[src/hw/rtl/lcgrg_pkg.sv]
package lcgrg_pkg;

    localparam int WORD_W = 32;
    localparam int STATE_W = 64;
    localparam int DIGIT_W = 2;
    localparam int MUL_STEPS = STATE_W / DIGIT_W;
    localparam int MUL_CNT_W = $clog2(MUL_STEPS);
    localparam int DIV_STEPS = WORD_W;
    localparam int DIV_CNT_W = $clog2(DIV_STEPS);

    localparam logic [STATE_W-1:0] LCG_MULT = 64'h5851_F42D_4C95_7F2D;

    typedef enum logic [1:0] {
        ACT_SEED,
        ACT_RANGE,
        ACT_UNIFORM,
        ACT_NONE
    } t_action;

    typedef enum logic [1:0] {
        ST_IDLE,
        ST_MUL,
        ST_DIV,
        ST_FIN
    } t_state;

    // Multiple of the multiplier selected by one radix-4 digit of the operand.
    function automatic logic [STATE_W-1:0] digit_multiple(input logic [DIGIT_W-1:0] digit);
        logic [STATE_W-1:0] res;
        case (digit)
            2'd0: res = '0;
            2'd1: res = LCG_MULT;
            2'd2: res = LCG_MULT << 1;
            2'd3: res = LCG_MULT + (LCG_MULT << 1);
            default: res = '0;
        endcase
        return res;
    endfunction

endpackage

[src/hw/rtl/lcg_random_range_generator.sv]
// A range or uniform request runs through three steps after acceptance:
// the radix-4 serial multiply of the state, the bit-serial remainder,
// and loading the output register. A seed request skips the remainder, an unused action skips both.
// One request is in work at a time; a new one is taken as soon as the previous result
// sits in the output register; that load waits while a stalled result is still held.
// Synchronous active-low reset clears the generator state to zero and empties the output.
module lcg_random_range_generator (
    input  logic                         i_clk,
    input  logic                         i_rst_n,
    input  logic                         i_in_valid,
    output logic                         o_in_ready,
    input  logic [1:0]                   i_action,
    input  logic [lcgrg_pkg::WORD_W-1:0] i_seed_value,
    input  logic [lcgrg_pkg::WORD_W-1:0] i_range_size,
    input  logic [lcgrg_pkg::WORD_W-1:0] i_low_bound,
    input  logic [lcgrg_pkg::WORD_W-1:0] i_high_bound,
    output logic                         o_out_valid,
    input  logic                         i_out_ready,
    output logic [lcgrg_pkg::WORD_W-1:0] o_value
);
    import lcgrg_pkg::*;

    t_state             r_state;
    t_state             n_state;
    t_action            r_action;
    logic [STATE_W-1:0] r_lcg;
    logic [WORD_W-1:0]  r_divisor;
    logic [WORD_W-1:0]  r_offset;
    logic [WORD_W-1:0]  r_result;
    logic               r_out_valid;
    logic [WORD_W-1:0]  r_value;

    logic               w_accept;
    logic               w_mul_start;
    logic               w_mul_done;
    logic [STATE_W-1:0] w_product;
    logic [STATE_W-1:0] w_operand;
    logic               w_div_start;
    logic               w_div_done;
    logic [WORD_W-1:0]  w_remainder;
    logic               w_out_free;
    logic               w_load_out;
    logic               w_save_state;
    logic               w_save_result;

    assign w_accept   = i_in_valid && o_in_ready;
    assign w_out_free = !r_out_valid || i_out_ready;
    assign w_operand  = (i_action == ACT_SEED) ? {{(STATE_W - WORD_W){1'b0}}, i_seed_value}
                                               : r_lcg;

    always_comb begin
        n_state       = r_state;
        o_in_ready    = 1'b0;
        w_mul_start   = 1'b0;
        w_div_start   = 1'b0;
        w_load_out    = 1'b0;
        w_save_state  = 1'b0;
        w_save_result = 1'b0;
        case (r_state)
            ST_IDLE: begin
                o_in_ready = 1'b1;
                if (i_in_valid) begin
                    if (i_action == ACT_NONE) begin
                        n_state = ST_FIN;
                    end else begin
                        w_mul_start = 1'b1;
                        n_state     = ST_MUL;
                    end
                end
            end
            ST_MUL: begin
                if (w_mul_done) begin
                    w_save_state = 1'b1;
                    if (r_action == ACT_SEED) begin
                        n_state = ST_FIN;
                    end else begin
                        w_div_start = 1'b1;
                        n_state     = ST_DIV;
                    end
                end
            end
            ST_DIV: begin
                if (w_div_done) begin
                    w_save_result = 1'b1;
                    n_state       = ST_FIN;
                end
            end
            ST_FIN: begin
                if (w_out_free) begin
                    w_load_out = 1'b1;
                    n_state    = ST_IDLE;
                end
            end
            default: n_state = ST_IDLE;
        endcase
    end

    always_ff @(posedge i_clk) begin
        if (!i_rst_n) begin
            r_state     <= ST_IDLE;
            r_out_valid <= 1'b0;
            r_lcg       <= '0;
        end else begin
            r_state <= n_state;
            if (w_load_out) begin
                r_out_valid <= 1'b1;
            end else if (i_out_ready) begin
                r_out_valid <= 1'b0;
            end
            if (w_save_state) begin
                r_lcg <= w_product;
            end
        end
    end

    always_ff @(posedge i_clk) begin
        if (w_accept) begin
            r_action <= t_action'(i_action);
            r_result <= '0;
            if (i_action == ACT_RANGE) begin
                r_divisor <= i_range_size;
                r_offset  <= '0;
            end else begin
                r_divisor <= i_high_bound - i_low_bound + WORD_W'(1);
                r_offset  <= i_low_bound;
            end
        end
        if (w_save_result) begin
            r_result <= w_remainder + r_offset;
        end
        if (w_load_out) begin
            r_value <= r_result;
        end
    end

    lcgrg_mul u_mul (
        .i_clk     (i_clk),
        .i_rst_n   (i_rst_n),
        .i_start   (w_mul_start),
        .i_operand (w_operand),
        .i_add_one (i_action != ACT_SEED),
        .o_done    (w_mul_done),
        .o_product (w_product)
    );

    lcgrg_div u_div (
        .i_clk       (i_clk),
        .i_rst_n     (i_rst_n),
        .i_start     (w_div_start),
        .i_dividend  (w_product[STATE_W-1 -: WORD_W]),
        .i_divisor   (r_divisor),
        .o_done      (w_div_done),
        .o_remainder (w_remainder)
    );

    assign o_out_valid = r_out_valid;
    assign o_value     = r_value;

endmodule

[src/hw/rtl/lcgrg_mul.sv]
module lcgrg_mul (
    input  logic                          i_clk,
    input  logic                          i_rst_n,
    input  logic                          i_start,
    input  logic [lcgrg_pkg::STATE_W-1:0] i_operand,
    input  logic                          i_add_one,
    output logic                          o_done,
    output logic [lcgrg_pkg::STATE_W-1:0] o_product
);
    import lcgrg_pkg::*;

    logic                 r_busy;
    logic                 r_done;
    logic [MUL_CNT_W-1:0] r_count;
    logic [STATE_W-1:0]   r_digits;
    logic [STATE_W-1:0]   r_acc;
    logic                 r_add_one;
    logic [STATE_W-1:0]   n_acc;
    logic                 w_last;

    // The operand is consumed most significant digit first, so the
    // multiplier multiple is added to the accumulator shifted by one digit.
    assign w_last = (r_count == MUL_CNT_W'(MUL_STEPS - 1));
    assign n_acc  = (r_acc << DIGIT_W) + digit_multiple(r_digits[STATE_W-1 -: DIGIT_W])
                    + STATE_W'(r_add_one && w_last);

    always_ff @(posedge i_clk) begin
        if (!i_rst_n) begin
            r_busy  <= 1'b0;
            r_done  <= 1'b0;
            r_count <= '0;
        end else begin
            r_done <= 1'b0;
            if (i_start) begin
                r_busy  <= 1'b1;
                r_count <= '0;
            end else if (r_busy) begin
                r_count <= r_count + MUL_CNT_W'(1);
                if (w_last) begin
                    r_busy <= 1'b0;
                    r_done <= 1'b1;
                end
            end
        end
    end

    always_ff @(posedge i_clk) begin
        if (i_start) begin
            r_digits  <= i_operand;
            r_acc     <= '0;
            r_add_one <= i_add_one;
        end else if (r_busy) begin
            r_digits <= r_digits << DIGIT_W;
            r_acc    <= n_acc;
        end
    end

    assign o_done    = r_done;
    assign o_product = r_acc;

endmodule

[src/hw/rtl/lcgrg_div.sv]
module lcgrg_div (
    input  logic                         i_clk,
    input  logic                         i_rst_n,
    input  logic                         i_start,
    input  logic [lcgrg_pkg::WORD_W-1:0] i_dividend,
    input  logic [lcgrg_pkg::WORD_W-1:0] i_divisor,
    output logic                         o_done,
    output logic [lcgrg_pkg::WORD_W-1:0] o_remainder
);
    import lcgrg_pkg::*;

    logic                 r_busy;
    logic                 r_done;
    logic [DIV_CNT_W-1:0] r_count;
    logic [WORD_W-1:0]    r_rem;
    logic [WORD_W-1:0]    r_bits;
    logic [WORD_W-1:0]    r_divisor;
    logic [WORD_W:0]      w_trial;
    logic [WORD_W:0]      w_diff;
    logic                 w_last;

    // Restoring division, one dividend bit per cycle. A zero divisor never
    // subtracts anything, so the remainder then equals the dividend.
    assign w_trial = {r_rem, r_bits[WORD_W-1]};
    assign w_diff  = w_trial - {1'b0, r_divisor};
    assign w_last  = (r_count == DIV_CNT_W'(DIV_STEPS - 1));

    always_ff @(posedge i_clk) begin
        if (!i_rst_n) begin
            r_busy  <= 1'b0;
            r_done  <= 1'b0;
            r_count <= '0;
        end else begin
            r_done <= 1'b0;
            if (i_start) begin
                r_busy  <= 1'b1;
                r_count <= '0;
            end else if (r_busy) begin
                r_count <= r_count + DIV_CNT_W'(1);
                if (w_last) begin
                    r_busy <= 1'b0;
                    r_done <= 1'b1;
                end
            end
        end
    end

    always_ff @(posedge i_clk) begin
        if (i_start) begin
            r_rem     <= '0;
            r_bits    <= i_dividend;
            r_divisor <= i_divisor;
        end else if (r_busy) begin
            r_bits <= r_bits << 1;
            if (!w_diff[WORD_W]) begin
                r_rem <= w_diff[WORD_W-1:0];
            end else begin
                r_rem <= w_trial[WORD_W-1:0];
            end
        end
    end

    assign o_done      = r_done;
    assign o_remainder = r_rem;

endmodule

[config.mk]
export PLATFORM = sky130hd
export DESIGN_NAME = lcg_random_range_generator
export DESIGN_NICKNAME = d
export VERILOG_FILES = /design/src/hw/rtl/lcgrg_pkg.sv /design/src/hw/rtl/lcg_random_range_generator.sv /design/src/hw/rtl/lcgrg_mul.sv /design/src/hw/rtl/lcgrg_div.sv
export SDC_FILE = /design/constraint.sdc
export NUM_CORES = 1
export LEC_CHECK = 0
export ABC_AREA = 1
export BUFFER_PORTS_ARGS = -buffer_cell sky130_fd_sc_hd__buf_4
export CAP_MARGIN = 20
export CORE_MARGIN = 2
export CORE_UTILIZATION = 51
export CTS_CLUSTER_SIZE = 40
export DETAILED_ROUTE_END_ITERATION = 8
export PLACE_DENSITY = 0.69
export SYNTH_ARGS = -nofsm -noshare
export SYNTH_HDL_FRONTEND = slang
export SYNTH_SLANG_ARGS = --single-unit
[constraint.sdc]
create_clock -name i_clk -period 12.35 [get_ports i_clk]
set_input_delay 1.235 -clock i_clk [delete_from_list [all_inputs] [get_ports i_clk]]
set_output_delay 1.235 -clock i_clk [all_outputs]
set_load 0.02 [all_outputs]
==> results.json, run 1 <==
{
  "status": "complete, no violations",
  "tightestPinTransition_ns": 1.040,
  "synth.area.top_cells": "edfxtp_1 (28%), nand2_1 (13%), dfxtp_1 (13%)",
  "rows": 85,
  "met3_length_mm": 7.207,
  "drt_pass1_iterations": 6,
  "cts_setup_buffers": 0,
  "htree_levels": 2,
  "intPower_uw": 3491,
  "reg2reg_slack_ns": 8.55,
  "dpl.hpwl_mm": 61.79,
  "grt_pass1_wl_mm": 124.6,
  "cts_resized": 0,
  "fp.dieH_um": 236.7,
  "ys.flop_type": "edfxtp_1",
  "setup_viol": 0,
  "route.detailed.wl_per_inst_um": 17.37,
  "syn_area_per_cell_um2": 7.373,
  "clock-sinks": 436,
  "p_sw_share_pct": 42.06,
  "drt_iter0_markers": 2253,
  "synth-warning-count": 0,
  "power_density_nw_per_um2": 194.0,
  "holdPathEnd": "u_div.r_divisor[19]",
  "cts_buffers": 47,
  "setup.worst_path.start_class": "flop",
  "hold_buffers": 0,
  "nNetsFinal": 4210,
  "pwr-share-clk_pct": 23.1,
  "synth_most_common_cell": "nand2_1",
  "min_period_ns": 3.796,
  "tritoncts": "built",
  "die_area_um2": 56030,
  "async_flop_share_pct": 0,
  "finalHoldViolations": 0,
  "yosysTopAreaCell": "edfxtp_1",
  "fin_worst_skew_ns": 0.02125,
  "ant_nets": 0,
  "vias_per_cell": 5.287,
  "critical_path_class": "flop to flop",
  "wl_met1_mm": 38.43,
  "rsz0062_at_grt": "false",
  "finalMaxSlewViolations": 0,
  "sequentialPowerShare_pct": 34.6,
  "synthesis.nets": 4068,
  "r2r_end": "u_mul.o_product[43]",
  "worstSetupEndpointType": "flop",
  "p_sw_uw": 2534,
  "die_x_um": 236.7,
  "cp_max_fo": 15,
  "synth_area_um2": 27620,
  "ys_top_cells_by_count": "nand2_1 (971), inv_1 (518), nor2_1 (409), a21oi_1 (342), o21ai_0 (284)",
  "reg2reg_from": "u_mul.r_digits[62]",
  "drv_cap": 0,
  "ys_seq_area_share_pct": 40.99,
  "coreArea_um2": 53710,
  "drive_gt1_share_pct": 9.221,
  "dr.max_layer_used": "met4",
  "synthCells": 3746,
  "drc": 0,
  "slew_headroom_pct": 30.60,
  "clkTransAtPathRegs_ns": 0.07,
  "cts_root_buffer": "clkbuf_16",
  "setup_tns_ns": 0,
  "clock_latency_ns": 0.60,
  "overflow": 0,
  "hold_path_class": "flop to flop",
  "pwr-share-comb_pct": 42.3,
  "cp.arrival_ns": 4.28,
  "hold_depth": 0,
  "fin_crit_sh_pct": 30.74,
  "worstHoldStart": "r_divisor[19]",
  "synth_edf_count": 259,
  "wl_met2_mm": 32.65,
  "grt.total_usage_pct": 28.43,
  "place.gp.congestion": 0.9963,
  "crit_required_ns": 12.83,
  "final_core_util_pct": 57.84,
  "vias": 24448,
  "grt_pass1_vias": 22647,
  "r2r_cells": 16,
  "antenna_found_initial": 3,
  "area_growth_pct": 12.48,
  "fmax_ghz": 0.2634,
  "wirelength_mm": 80.32,
  "floorplan.initialDensity_pct": 51.42,
  "ir_drop_mv": 0.1329,
  "ys_ff_latch": 436,
  "synth_top_area_share_pct": 28.16,
  "p_leak_uw": 0.01446,
  "grt_max_degree": 78,
  "io_pins": 168,
  "portBuffers": 167,
  "cts_buffer_depth": 3,
  "ys_types": 55
}
[layout by cell type, fill, tap and decap left out, drive strengths merged, types with 6 or more instances in the layout]
cell,synthesis,routed
a21boi,6,6
a21o,8,8
a21oi,345,345
a31oi,9,9
buf,21,186
clkbuf,72,62
clkinv,5,20
dfxtp,177,177
edfxtp,259,259
ha,185,185
inv,523,530
nand2,1002,1002
nand3,174,174
nand3b,14,14
nand4,33,33
nor2,431,431
nor3,25,25
nor4,7,7
o21a,16,16
o21ai,311,311
o21bai,24,24
o221ai,6,6
or2,18,18
xnor2,19,19
xor2,31,31
[registers in the layout, indices dropped and copies added (netlist names)]
| signal | cells |
|---|---|
| r_lcg | 64 |
| u_mul.r_count | 5 |
| u_div.o_done | 1 |
| u_mul.o_product | 64 |
| u_div.o_remainder | 32 |
| o_out_valid | 1 |
| u_mul.r_busy | 1 |
| u_div.r_bits | 32 |
| r_state | 2 |
| r_action | 2 |
| u_mul.o_done | 1 |
| u_div.r_count | 5 |
| r_offset | 32 |
| u_div.r_divisor | 32 |
| u_mul.r_add_one | 1 |
| r_result | 32 |
| u_div.r_busy | 1 |
| o_value | 32 |
| r_divisor | 32 |
| u_mul.r_digits | 64 |
[critical path: stages (launching register included)]
cell,delay (ns)
edfxtp_1,0.36
buf_4,0.24
ha_1,0.49
nor2_2,0.91
nor2_1,0.20
nand2_1,0.15
nand2_1,0.12
nand2_1,0.08
nand3_1,0.19
nand2_1,0.12
nand3_1,0.25
nand2_1,0.14
nand2_1,0.11
nand2_1,0.08
nand2_1,0.04
o21ai_0,0.15
inv_1,0.05
[power groups by stage]
stage	clock, uW	combinational [uW]	sequential [uW]
3_5_place_dp	0	2500	2110
3_3_place_gp	0	2490	2100
4_1_cts	1410	2520	2080
6_report	1390	2550	2080
2_1_floorplan	0	1800	2040
5_1_grt	1470	2850	2110
[cells by family (layout without fill, tap and decap cells)]
kind of cell    count (synthesis)  in the layout  synth area share [%]
flops                         436            436                 40.99
simple gates                 1710           1710                 25.84
other cells                     0              2                     0
compound gates                741            741                 14.33
buf+inv                       621            801                 8.653
xor+xnor                       50             50                 1.586
fa+ha+maj                     188            188                 8.599
[layer usage]
| metal | vias to the layer above | global-route usage [%] |
|---|---|---|
| li1 | 12585 | - |
| met1 | 10906 | 42.18 |
| met2 | 832 | 41.27 |
| met3 | 125 | 6.318 |
| met4 | 0 | 8.343 |
| met5 | - | 0 |
[area by class of cell]
cell class	instances	area, um2
fill	5135	22640
multi-input combinational	2689	13940
sequential	436	11320
inverter	528	1982
timing repair buffer	186	1424
clock buffer	62	1292
tap	696	870.8
clock inverter	25	224.0
antenna	2	5.005
[how the worst max path moves through the flow]
stage	from	slack, ns	to
after floorplan	i_in_valid	7.23	u_mul.r_digits[0]
after global placement	i_in_valid	7.67	u_mul.r_digits[5]
after detailed placement	i_action[1]	7.69	u_mul.r_digits[49]
after CTS	r_state[0]	8.27	u_mul.r_digits[61]
after global routing	u_mul.r_digits[62]	8.41	u_mul.o_product[43]
final	u_mul.r_digits[62]	8.55	u_mul.o_product[43]
[through the flow]
step	area, um2	hold WS [ns]	power, uW	worst slack (ns)	instances
4_1_cts	31020	0.4143	6004	8.274	4620
2_1_floorplan	27620	0.4003	3847	7.228	3746
6_report	31060	0.4136	6025	8.554	4624
5_1_grt	31060	0.4233	6424	8.409	4624
3_5_place_dp	29510	0.4045	4605	7.694	4533
3_3_place_gp	29490	0.4023	4589	7.666	4532
(Power assumes the default switching activity.)
==> run 2, diff against run 1 <==
Clock period 12.35 ns to 3.6 ns, I/O delays scaled along.
==> results.json, run 2 (synthesis results as in run 1) <==
{
  "route.detailed.wl_per_inst_um": 17.78,
  "dpl.hpwl_mm": 64.63,
  "drt_pass1_iterations": 5,
  "worstSetupEndpointType": "flop",
  "ant_nets": 0,
  "area_growth_pct": 14.35,
  "rsz0062_at_grt": "false",
  "floorplan.initialDensity_pct": 51.42,
  "coreArea_um2": 53710,
  "p_leak_uw": 0.01470,
  "fmax_ghz": 0.3092,
  "cp.arrival_ns": 3.73,
  "multiInputGateArea_um2": 13970,
  "finalHoldViolations": 0,
  "mostFrequentLayoutCells": "nand2_1 (969), inv_1 (511), nor2_1 (405)",
  "rows": 85,
  "crit_start": "u_mul.r_digits[62]",
  "die_area_um2": 56030,
  "cts_setup_buffers": 0,
  "cts_buffers": 49,
  "vias_per_cell": 5.377,
  "tritoncts": "built",
  "fin_worst_skew_ns": 0.03844,
  "finalMaxSlewViolations": 0,
  "grt-busiest-layer": "met1",
  "setup.worst_path.start_class": "flop",
  "hold_buffers": 1,
  "met3_usage_pct": 4.570,
  "cts_buffer_depth": 3,
  "cp_max_fo": 9,
  "vias": 24997,
  "worstHoldStart": "i_action[1]",
  "drt_iter0_markers": 2006,
  "dp_cells": 4557,
  "clock_latency_ns": 0.61,
  "clkTransAtPathRegs_ns": 0.07,
  "fin_crit_sh_pct": 89.84,
  "cts_root_buffer": "clkbuf_16",
  "cp_top_family": "simple AND/OR/NAND/NOR gates",
  "reg2reg_slack_ns": 0.37,
  "antenna_found_initial": 0,
  "r2r_cells": 15,
  "path_cells": "buf_4, ha_1, buf_4, ha_1, nand2_1, nor2_1, nand4_1, nor2_1, nand2_1, nand3_1, nand3_1, nand3_1, nand2_1, o21ai_1, inv_1",
  "finalPower_uw": 21870,
  "grt_pass1_wl_mm": 129.3,
  "met1_usage_pct": 44.65,
  "regArea_um2": 11320,
  "cts_resized": 0,
  "drc": 0,
  "reg2reg_from": "u_mul.r_digits[62]",
  "clock-sinks": 436,
  "setup_viol": 0,
  "ir_drop_mv": 0.4033,
  "hold_depth": 1,
  "drv_cap": 0,
  "nNetsFinal": 4235,
  "power_density_nw_per_um2": 692.6,
  "cp_slowest_cell": "edfxtp_1",
  "fp.dieH_um": 236.7,
  "critical_path_class": "flop to flop",
  "r2r_end": "u_mul.o_product[46]",
  "io_pins": 168,
  "overflow": 0,
  "wirelength_mm": 82.68,
  "min_period_ns": 3.234,
  "holdPathEnd": "r_action[1]",
  "fill_cells": 5057,
  "grt_max_degree": 78,
  "hold_path_class": "primary input to flop",
  "die_x_um": 236.7,
  "cp_num_buf_inv": 3,
  "tightestPinTransition_ns": 0.9834,
  "grtUsageMet2_pct": 43.55,
  "layout_commonest_cell": "nand2_1",
  "slew_headroom_pct": 34.29,
  "drive_gt1_share_pct": 9.967,
  "place.gp.congestion": 1.014,
  "htree_levels": 2,
  "status": "complete, no violations",
  "crit_required_ns": 4.09,
  "portBuffers": 167,
  "grt.total_usage_pct": 29.33,
  "layoutNonFillerInstCount": 4649,
  "slowest_delay_ns": 0.38,
  "diodes": 0,
  "grt_pass1_vias": 23300
}
## run 2: cell type report
class | count | share of cell area [%]
Clock buffer | 61 | 4.291
Clock inverter | 30 | 1.383
Inverter | 528 | 6.315
Multi-Input combinational cell | 2689 | 44.24
Sequential cell | 436 | 35.86
Tap cell | 696 | 2.757
Timing Repair Buffer | 209 | 5.158
## run 2: worst max path at each step
| stage | endpoint | slack, ns | depth (start not counted) |
|---|---|---|---|
| 2_1_floorplan | u_mul.r_digits[0] | -0.06 | 10 |
| 3_3_place_gp | u_mul.o_product[46] | 0.51 | 15 |
| 3_5_place_dp | u_mul.o_product[46] | 0.43 | 15 |
| 4_1_cts | u_mul.o_product[46] | 0.41 | 15 |
| 5_1_grt | u_mul.o_product[46] | 0.03 | 15 |
| 6_report | u_mul.o_product[46] | 0.37 | 15 |
## run 2: where the power goes
part	switching (uW)	internal [uW]	total, uW
registers	672	6530	7210
clock network	2140	3410	5550
logic	6210	2900	9110
total	9030	12800	21900
## run 2: metal layers
layer / vias to the layer above / share of wire [%]
li1: 12635 / -
met1: 11378 / 48
met2: 877 / 41
met3: 107 / 8.1
met4: 0 / 2.2
met5: - / 0
## run 2: per-stage QoR
step,hold WS (ns),setup TNS (ns),setup WS (ns),area [um2],util (%)
finish,0.02918,0,0.3659,31580,58.80
global route,0.01092,0,0.02751,31580,58.80
CTS,0.008759,0,0.4076,31580,58.80
detailed placement,0.4045,0,0.4328,29780,55.45
global placement,0.4013,0,0.5114,29760,55.42
floorplan,0.4003,-4.155,-0.06493,27680,-
